--- src/rtl/hex_pair_credential_field_parser_defines.svh ---
// Assertion macros used by the credential field parser RTL.
`ifndef HEX_PAIR_CREDENTIAL_FIELD_PARSER_DEFINES_SVH
`define HEX_PAIR_CREDENTIAL_FIELD_PARSER_DEFINES_SVH

// Same-cycle implication, disabled while in reset.
`define HPCFP_ASSERT_NOW(label, clk, rst_n, ante, cons) \
  label: assert property (@(posedge clk) disable iff (!rst_n) (ante) |-> (cons)) \
    else $error("hpcfp: same-cycle check failed");

// Next-cycle implication, disabled while in reset.
`define HPCFP_ASSERT_NEXT(label, clk, rst_n, ante, cons) \
  label: assert property (@(posedge clk) disable iff (!rst_n) (ante) |=> (cons)) \
    else $error("hpcfp: next-cycle check failed");

`endif

--- src/rtl/hpcfp_pkg.sv ---
// Types, codes and limits of the credential field parser.
package hpcfp_pkg;

  localparam int unsigned PHASE_W = 3;
  localparam int unsigned IDX_W   = 7;

  localparam logic [IDX_W-1:0] NAME_MAX     = 7'd32;
  localparam logic [IDX_W-1:0] PASSWORD_MAX = 7'd64;
  localparam logic [IDX_W-1:0] TOKEN_MAX    = 7'd32;
  localparam logic [IDX_W-1:0] CHECK_MAX    = 7'd1;

  localparam logic [PHASE_W-1:0] PH_SECURITY = 3'd0;
  localparam logic [PHASE_W-1:0] PH_NAME     = 3'd1;
  localparam logic [PHASE_W-1:0] PH_PASSWORD = 3'd2;
  localparam logic [PHASE_W-1:0] PH_TOKEN    = 3'd3;
  localparam logic [PHASE_W-1:0] PH_CHECK    = 3'd4;

  localparam logic [1:0] ST_OK       = 2'd0;
  localparam logic [1:0] ST_NOT_HEX  = 2'd1;
  localparam logic [1:0] ST_BAD_SEC  = 2'd2;
  localparam logic [1:0] ST_OVERFLOW = 2'd3;

  localparam logic ACT_FEED    = 1'b0;
  localparam logic ACT_RESTART = 1'b1;

  localparam logic [7:0] CH_SEP   = 8'h2F;
  localparam logic [7:0] CH_DIG_0 = 8'h30;
  localparam logic [7:0] CH_DIG_9 = 8'h39;
  localparam logic [7:0] CH_HEX_A = 8'h41;
  localparam logic [7:0] CH_HEX_F = 8'h46;

  typedef struct packed {
    logic [PHASE_W-1:0] phase;
    logic [IDX_W-1:0]   byte_index;
    logic               expect_high;
    logic [3:0]         high_nibble;
  } hpcfp_state_t;

  typedef struct packed {
    logic [1:0]         status;
    logic               write_valid;
    logic [PHASE_W-1:0] target;
    logic [IDX_W-1:0]   position;
    logic [7:0]         value;
    logic [PHASE_W-1:0] phase;
  } hpcfp_result_t;

endpackage

--- src/rtl/hpcfp_step.sv ---
// Per-character parse step: next parser state and the result of one transaction.
module hpcfp_step (
  input  logic                  action,
  input  logic [7:0]            code,
  input  hpcfp_pkg::hpcfp_state_t  cur,
  output hpcfp_pkg::hpcfp_state_t  nxt,
  output hpcfp_pkg::hpcfp_result_t res
);
  import hpcfp_pkg::*;

  logic                is_dig;
  logic                is_hex_af;
  logic [3:0]          nib;
  logic [IDX_W-1:0]    limit;
  logic                limit_ok;

  always_comb begin
    unique case (cur.phase)
      PH_NAME:     begin limit = NAME_MAX;     limit_ok = 1'b1; end
      PH_PASSWORD: begin limit = PASSWORD_MAX; limit_ok = 1'b1; end
      PH_TOKEN:    begin limit = TOKEN_MAX;    limit_ok = 1'b1; end
      PH_CHECK:    begin limit = CHECK_MAX;    limit_ok = 1'b1; end
      default:     begin limit = '0;           limit_ok = 1'b0; end
    endcase
  end

  always_comb begin
    is_dig    = (code >= CH_DIG_0) && (code <= CH_DIG_9);
    is_hex_af = (code >= CH_HEX_A) && (code <= CH_HEX_F);
    nib       = is_dig ? code[3:0] : (code[3:0] + 4'd9);

    nxt = cur;
    res = '0;

    if (action == ACT_RESTART) begin
      nxt.phase      = PH_SECURITY;
      nxt.byte_index = '0;
    end else if (code == CH_SEP) begin
      if (cur.phase >= PH_NAME && cur.phase <= PH_TOKEN) begin
        res.write_valid = 1'b1;
        res.target      = cur.phase;
        res.position    = cur.byte_index;
      end
      if (cur.phase <= PH_TOKEN) begin
        nxt.phase = cur.phase + 3'd1;
      end
      nxt.byte_index  = '0;
      nxt.expect_high = 1'b1;
    end else if (!is_dig && !is_hex_af) begin
      res.status = ST_NOT_HEX;
    end else if (cur.phase == PH_SECURITY) begin
      // security digit must be 0 or a single set bit
      if ($onehot0(nib)) begin
        res.write_valid = 1'b1;
        res.value       = {4'd0, nib};
      end else begin
        res.status = ST_BAD_SEC;
      end
    end else if (cur.expect_high) begin
      nxt.high_nibble = nib;
      nxt.expect_high = 1'b0;
    end else begin
      nxt.expect_high = 1'b1;
      if (!limit_ok) begin
        res.status = ST_NOT_HEX;
      end else if (cur.byte_index >= limit) begin
        res.status = ST_OVERFLOW;
      end else begin
        res.write_valid = 1'b1;
        res.target      = cur.phase;
        res.position    = cur.byte_index;
        res.value       = {cur.high_nibble, nib};
        nxt.byte_index  = cur.byte_index + 7'd1;
      end
    end

    res.phase = nxt.phase;
  end

endmodule

--- src/rtl/hex_pair_credential_field_parser.sv ---
// Top level of the hex-pair credential field parser.
// One transaction in, one transaction out: every character or restart gives exactly
// one result, and a new character is taken every cycle unless the input side stalls.
// Each one is held in the input register, parsed by the single parse stage and
// written to the result register; the parse stage also updates the phase, index
// and nibble state. A stalled result holds the parse stage; the input side stalls
// only when both registers are full and the result is stalled.
`include "hex_pair_credential_field_parser_defines.svh"

module hex_pair_credential_field_parser (
  input  logic       clk,
  input  logic       rst_n,
  input  logic       in_valid,
  output logic       in_stall,
  input  logic       in_action,
  input  logic [7:0] in_code,
  output logic       out_valid,
  input  logic       out_stall,
  output logic [1:0] out_status,
  output logic       out_write_valid,
  output logic [2:0] out_target,
  output logic [6:0] out_position,
  output logic [7:0] out_value,
  output logic [2:0] out_phase
);
  import hpcfp_pkg::*;

  logic          s1_valid_r;
  logic          s1_action_r;
  logic [7:0]    s1_code_r;
  hpcfp_state_t  state_r;
  hpcfp_state_t  state_nxt;
  hpcfp_result_t res_nxt;
  hpcfp_result_t res_r;
  logic          out_valid_r;
  logic          out_free;
  logic          s1_adv;
  logic          in_take;

  assign out_free = !out_valid_r || !out_stall;
  assign s1_adv   = s1_valid_r && out_free;
  assign in_stall = s1_valid_r && !out_free;
  assign in_take  = in_valid && !in_stall;

  hpcfp_step u_step (
    .action (s1_action_r),
    .code   (s1_code_r),
    .cur    (state_r),
    .nxt    (state_nxt),
    .res    (res_nxt)
  );

  always_ff @(posedge clk) begin
    if (!rst_n) begin
      s1_valid_r <= 1'b0;
    end else if (in_take) begin
      s1_valid_r <= 1'b1;
    end else if (s1_adv) begin
      s1_valid_r <= 1'b0;
    end
  end

  always_ff @(posedge clk) begin
    if (in_take) begin
      s1_action_r <= in_action;
      s1_code_r   <= in_code;
    end
  end

  always_ff @(posedge clk) begin
    if (!rst_n) begin
      state_r.phase       <= PH_SECURITY;
      state_r.byte_index  <= '0;
      state_r.expect_high <= 1'b1;
      state_r.high_nibble <= '0;
    end else if (s1_adv) begin
      state_r <= state_nxt;
    end
  end

  always_ff @(posedge clk) begin
    if (!rst_n) begin
      out_valid_r <= 1'b0;
    end else if (out_free) begin
      out_valid_r <= s1_valid_r;
    end
  end

  always_ff @(posedge clk) begin
    if (s1_adv) begin
      res_r <= res_nxt;
    end
  end

  assign out_valid       = out_valid_r;
  assign out_status      = res_r.status;
  assign out_write_valid = res_r.write_valid;
  assign out_target      = res_r.target;
  assign out_position    = res_r.position;
  assign out_value       = res_r.value;
  assign out_phase       = res_r.phase;

  `HPCFP_ASSERT_NOW(a_phase_range, clk, rst_n, 1'b1, state_r.phase <= PH_CHECK)
  `HPCFP_ASSERT_NOW(a_index_range, clk, rst_n, 1'b1, state_r.byte_index <= PASSWORD_MAX)
  `HPCFP_ASSERT_NOW(a_nowrite_zero, clk, rst_n,
    out_valid_r && !res_r.write_valid,
    res_r.target == '0 && res_r.position == '0 && res_r.value == '0)
  `HPCFP_ASSERT_NOW(a_err_nowrite, clk, rst_n,
    out_valid_r && res_r.status != ST_OK, !res_r.write_valid)
  `HPCFP_ASSERT_NEXT(a_s1_hold, clk, rst_n, s1_valid_r && !out_free,
    s1_valid_r && $stable(s1_code_r) && $stable(state_r))

endmodule
--- config.mk ---
export PLATFORM = sky130hd
export DESIGN_NAME = hex_pair_credential_field_parser
export DESIGN_NICKNAME = d
export VERILOG_FILES = /design/src/rtl/hpcfp_pkg.sv /design/src/rtl/hpcfp_step.sv /design/src/rtl/hex_pair_credential_field_parser.sv
export VERILOG_INCLUDE_DIRS = /design/src /design/src/rtl
export SDC_FILE = /design/constraint.sdc
export NUM_CORES = 1
export LEC_CHECK = 0
export BUFFER_PORTS_ARGS = -buffer_cell sky130_fd_sc_hd__buf_2
export CELL_PAD_IN_SITES_DETAIL_PLACEMENT = 1
export CELL_PAD_IN_SITES_GLOBAL_PLACEMENT = 2
export CORE_AREA = 2 2 95 97
export CTS_BUF_LIST = sky130_fd_sc_hd__clkbuf_8
export DETAILED_ROUTE_END_ITERATION = 10
export DIE_AREA = 0 0 97 99
export GPL_TIMING_DRIVEN = 1
export MAX_ROUTING_LAYER = met4
export PLACE_DENSITY = 0.77
export SLEW_MARGIN = 20
export SYNTH_ARGS = -nofsm -noshare
export SYNTH_HDL_FRONTEND = slang
export SYNTH_SLANG_ARGS = --single-unit
--- constraint.sdc ---
create_clock -name clk -period 2.95 [get_ports clk]
set_input_delay 0 -clock clk [delete_from_list [all_inputs] [get_ports clk]]
set_output_delay 0 -clock clk [all_outputs]
set_load 0.1 [all_outputs]
-- After elaboration in Yosys (flattened, before gate mapping)
Cells that the tools add are included.
- flip-flop bits (word level): 50
- bits of input ports: 13
- output and inout bits: 26
- word-level logic and storage cells: 99
- add/subtract/negate cells: 6
- magnitude comparators: 8
- equality and inequality tests: 11
- muxes and demuxes: 31
- bitwise logic cells: 4
- reductions and logical operators: 24
- operators by type and width (cell ; count):
    $mux W19 ; 3
    $mux W12 ; 2
    $mux W11 ; 2
    $mux W21 ; 1
    $mux W7 ; 3
    $pmux W7 S3 ; 1
    $mux W10 ; 2
    $mux W8 ; 2
    $mux W4 ; 3
    $ne A3 B2 Y1 const B ; 4
    $reduce_and A6 Y1 ; 2
    $mux W3 ; 3
    $eq A8 B6 Y1 const B ; 1
    $ge A8 B6 Y1 const B ; 1
    $ge A8 B7 Y1 const B ; 1
    $le A8 B6 Y1 const B ; 1
    $le A8 B7 Y1 const B ; 1
    $add A7 B1 Y7 const B ; 1
    $ge A7 B7 Y1 ; 1
    $logic_and A1 B1 Y1 ; 7
    $eq A3 B2 Y1 const B ; 2
    $logic_not A1 Y1 ; 6
    $mux W1 ; 6
    $mux W2 ; 3
    other kinds (19) ; 25

-- Depth between registers and ports, before layout
- word-level depth: 11
- mapped depth: 14
- mapped depth without buffers: 14

-- Hierarchy
A second synthesis with hierarchy kept.
- cells, all modules: 259
- area total of the unflattened synthesis: 2730.1 um2
- by module, submodules not included (module ; times used ; cells an instance ; area an instance (um2) ; seq. area each (um2)):
    hex_pair_credential_field_parser ; 1 ; 106 ; 1689.1 ; 1331.3
    hpcfp_step ; 1 ; 153 ; 1041.0 ; 0.0

-- Least setup slack after synthesis
Ideal clock, no wire load.
- path kind: flip-flop to flip-flop
- start point: register s1_code_r[7]
- end point: register res_r (netlist bit out_write_valid) (data pin)
- setup time: 0.277 ns
- data arrival time: 2.932 ns
- required time: 2.673 ns
- slack: -0.259 ns
- stages on the path, launching flop included: 12
- buffers on the path: 0
- period minus slack after synthesis: 3.209 ns
- path through: edfxtp_1 or3b_1 a211o_2 nand2_1 xor2_1 inv_1 ha_1 ha_1 fa_1 nor3_1 o211ai_1 o21ai_0
- cells in the longest elaborated chain, start to end: 10
- elaborated cells between the ends (all ways): 19
- those cells by class: add/sub: 3; order compare: 5; eq/ne: 1; mux: 5; reduce/logical: 5
- ends and longest elaborated chain (item ; RTL line ; text):
    from (decl) ; hex_pair_credential_field_parser.sv:30 ; logic [7:0] s1_code_r;
    from (signal assigned) ; hex_pair_credential_field_parser.sv:66 ; s1_code_r <= in_code;
    $ge A8 B6 Y1 or $le A8 B6 Y1 (tied branches) ; hpcfp_step.sv:28 ; is_dig = (code >= CH_DIG_0) && (code <= CH_DIG_9);
    $logic_and A1 B1 Y1 * ; hpcfp_step.sv:28 ;
    $mux W4 * ; hpcfp_step.sv:30 ; nib = is_dig ? code[3:0] : (code[3:0] + 4'd9);
    named net u_step.nib[2] ; hpcfp_step.sv:13 ; logic [3:0] nib;
    $add A1 B1 Y2 (not written as such) * ; hpcfp_step.sv:53 ; if ($onehot0(nib)) begin
    $add A3 B3 Y3 (not written as such) * ; hpcfp_step.sv:53 ;
    $le A3 B1 Y1 (not written as such) * ; hpcfp_step.sv:53 ;
    $mux W1 * ; hpcfp_step.sv:53 ;
    $mux W3 * ; hpcfp_step.sv:51 ; end else if (cur.phase == PH_SECURITY) begin
    $mux W19 * ; hpcfp_step.sv:49 ; end else if (!is_dig && !is_hex_af) begin
    $mux W11 * ; hpcfp_step.sv:38 ; end else if (code == CH_SEP) begin
    to (signal assigned) ; hex_pair_credential_field_parser.sv:91 ; res_r <= res_nxt;
    to (decl) ; hex_pair_credential_field_parser.sv:34 ; hpcfp_result_t res_r;
Mark *: on every way through the listed nets, which the timed path passes. The rest lies on a longest branch.
A chain may end at the register's enable or synchronous reset.

-- Final worst setup path
- start point: register s1_code_r[1]
- end point: register res_r (netlist bit out_write_valid) (data pin)
- cells in the longest elaborated chain, start to end: 10
- elaborated cells between the ends (all ways): 20
- those cells by class: add/sub: 4; order compare: 5; eq/ne: 1; mux: 5; reduce/logical: 5
- ends and longest elaborated chain (item ; RTL line):
    $ge A8 B6 Y1 or $le A8 B6 Y1 (tied branches) ; hpcfp_step.sv:28
    $logic_and A1 B1 Y1 ; hpcfp_step.sv:28
    $mux W4 * ; hpcfp_step.sv:30
    named net u_step.nib[2] ; hpcfp_step.sv:13
    $add A1 B1 Y2 (not written as such) * ; hpcfp_step.sv:53
    $add A3 B3 Y3 (not written as such) * ; hpcfp_step.sv:53
    $le A3 B1 Y1 (not written as such) * ; hpcfp_step.sv:53
    $mux W1 * ; hpcfp_step.sv:53
    $mux W3 * ; hpcfp_step.sv:51
    $mux W19 * ; hpcfp_step.sv:49
    $mux W11 * ; hpcfp_step.sv:38
Marks and branches as above.

==> impl_results.md <==
- Status: finished, violations left
- Failing checks: setup timing
- Critical Path Start Type: register
- Final Cycle Share: 105%
- WP data arrival: 3140 ps
- Maximum clock frequency: 324 MHz
- Synth Warn #: 0
- CP Class: reg -> reg
- Switching fraction of total power: 28.2%
- Setup Viol. Count Final: 6
- Post-Synthesis Cells: 244
- Most numerous cell in the Yosys netlist: edfxtp_1
- Die area: 9600 µm²
- CTS sink cnt: 50
- Drt pass-1 iters: 4
- Setup WS post-layout: -139 ps
- PD cells: 448 nW/µm²
- Leakage: 1.36 nW
- # IOs: 39
- DP HPWL: 4650 µm
- Cell mode on critical path: ha_4
- RSZ-0062 raised after global routing: true
- Number of global-route vias before repair: 2217
- Critical-path top delay cell: fa_1
- DRC: 0
- Fin nets: 352
- Slew margin rel.: 50.8%
- CTS tree: yes
- Global route overflow: 0
- Internal Power: 1.11 mW
- Cell-by-cell listing of the critical path: inv_2, ha_4, o21bai_4, a211o_4, nand2_4, xor2_4, inv_2, ha_4, ha_4, fa_1, nor3_2, o211ai_1, buf_4, o21ai_2
- Drt initial violations: 56
- Worst hold path class: in -> reg
- Die Span Y: 99 µm
- H-Tree Depth: 2
- Asr flop ratio synth: 0%
- Die width: 97 µm
- GRT Total Usage: 13.8%
- Largest net degree at the start of global routing: 31
- Dominant synthesized flop cell: edfxtp_1
- Placeable Area: 8550 µm²
- P_sw: 437 µW
- Syn Std Cell Area: 2610 µm²
- N_diodes: 0
- Root Driver: clkbuf_8
- RePlAce Congestion: 0.815
- Initial antenna violation count: 0
- Area leader, netlist: edfxtp_1
- Synth area leaders: edfxtp_1, dfxtp_1, ha_1
- First-pass GRT wire length: 10400 µm
- TritonCTS Buffers: 5
- DR vias: 2135
- Area Growth Syn to Fin: 32.2%
- Clock Power Share: 30.7%
- Maximum net fanout on the critical path: 5
- Reg clk slew, reported paths: 90 ps
- Synth cell types: 56
- Placed instance count: 404
- Max cap viols: 0
- Antenna viol nets, final: 0
- Number of port buffers: 38
- Post-route insts no fill: 432
- Worst VDD drop: 0.000216 V
- Post-synth top area share: 37.9%
- Count of flip-flops with a built-in enable after synthesis: 33
- Routed WL per cell: 14.8 µm
- Worst Path Buf+Inv: 3
- Clock Latency Late Sink: 300 ps
- Synth Area per Inst: 10.7 µm²
- Seq/Total Area, Yosys: 51.0%
- CP top delay family: adder cells
- # rows: 34
- Layout cell share with drive strength beyond 1: 30.9%
- Crit. End Element: register
- Fin util: 40.4%
- Tmin final: 3090 ps
- Starting Density: 30.6%
- Slowest stage delay, CP: 540 ps
- Logic pwr share: 18.8%
- Syn nets: 273
- Clock skew: 3.32 ps
- Worst-Margin Slew: 736 ps
- Data required time of the worst path: 3000 ps
- DR vias/cell: 4.94
- Drt total wl: 6380 µm
- Post-synth top cells: edfxtp_1, nor2_1, nand2_1
- Post-Route Setup TNS: -593 ps
- #FFs+latches synth: 50
- Clk buf depth: 2
- Reg power frac: 50.5%
- Final Hold Violating Endpoints: 0
- Max Slew Vio Count: 0
per-layer routing:
| metal | vias to the layer above | GRT usage [%] | routed length, µm |
|---|---|---|---|
| met3 | 12 | 2.55 | 189 |
| li1 | 1047 | - | - |
| met2 | 42 | 24.7 | 3230 |
| met4 | 0 | 4.33 | 133 |
| met1 | 1034 | 15.8 | 2830 |
| met5 | - | - | 0 |
cell usage in the layout, fill, tap and decap left out, types with 4 or more instances in the layout:
cell type	netlist	routed
buf_2	2	38
o21ai_0	7	5
nor3_1	8	7
buf_4	0	28
dlygate4sd3_1	0	12
and2_1	12	12
ha_4	0	4
o211ai_1	4	4
ha_1	15	11
inv_1	16	14
edfxtp_1	33	33
nand2_1	19	18
clkbuf_8	1	5
nand3_1	6	6
mux2i_1	4	4
nor2_1	28	28
a21oi_1	10	9
dfxtp_1	17	17
worst paths after layout:
kind	from	depth (start not counted)	slack, ps	to
worst max-delay path	s1_code_r[1]$_DFFE_PP_	14	-140	out_write_valid$_SDFFCE_PP0P_
worst min-delay path	in_code[7]	2	400	s1_code_r[7]$_DFFE_PP_
worst max register to register	s1_code_r[1]$_DFFE_PP_	14	-140	out_write_valid$_SDFFCE_PP0P_
worst min register to register	s1_valid_r$_SDFFE_PN0P_	2	520	out_valid$_SDFFE_PN0P_
sequential cells by signal (all words and copies together) (netlist names):
signal,cells
out_status,2
s1_valid_r,1
out_value,8
out_valid,1
out_phase,3
out_write_valid,1
out_target,3
s1_action_r,1
state_r,15
out_position,7
s1_code_r,8
power by group through the flow:
| stage | combinational (mW) | clock, mW | sequential (mW) |
|---|---|---|---|
| 4_1_cts | 0.273 | 0.491 | 0.782 |
| 6_report | 0.292 | 0.474 | 0.781 |
| 5_1_grt | 0.309 | 0.523 | 0.785 |
| 3_3_place_gp | 0.241 | 0 | 0.797 |
| 2_1_floorplan | 0.0770 | 0 | 0.902 |
| 3_5_place_dp | 0.246 | 0 | 0.798 |
cell families after synthesis:
family                     synth area share [%]
AOI/OAI and AO/OA                          14.4
xor gates and xnor gates                   1.34
adders and majority gates                  7.95
buffers and inverters                      3.93
DFF                                        51.0
muxes                                      1.53
and+or+nand+nor                            19.9
through the flow:
stage               instance area (µm²)  hold WS, ps  setup slack, ps  power [mW]
floorplan                          2640         71.1             -203       0.979
global placement                   3070          178             -162        1.04
detailed placement                 3070          178             -336        1.04
CTS                                3390          389             -152        1.55
global route                       3450          401             -244        1.62
finish                             3450          400             -139        1.55
cell type report:
cell class / instances / area [µm²]
fill: 957 / 5100
sequential: 50 / 1330
multi-input combinational: 172 / 1300
timing repair buffer: 78 / 520
tap: 108 / 135
clock buffer: 5 / 68.8
inverter: 16 / 60.1
clock inverter: 3 / 37.5
worst register-to-register path, stage by stage (launching register included):
cell and delay, ps:
edfxtp_1 420, inv_2 140, ha_4 160, o21bai_4 80, a211o_4 370, nand2_4 90, xor2_4 170, inv_2 60
ha_4 220, ha_4 160, fa_1 540, nor3_2 50, o211ai_1 160, buf_4 160, o21ai_2 50
what timing repair did:
action / in CTS / in global routing
setup buffers: 6 / 2
gates cloned: 0 / 0
pin swaps: 12 / 10
hold buffers: 12 / 0
resized for setup: 11 / 7
setup endpoints to repair: 6 / 15
endpoints found under the hold margin: 13 / 0
No activity file was read; power rests on OpenSTA's default activity.
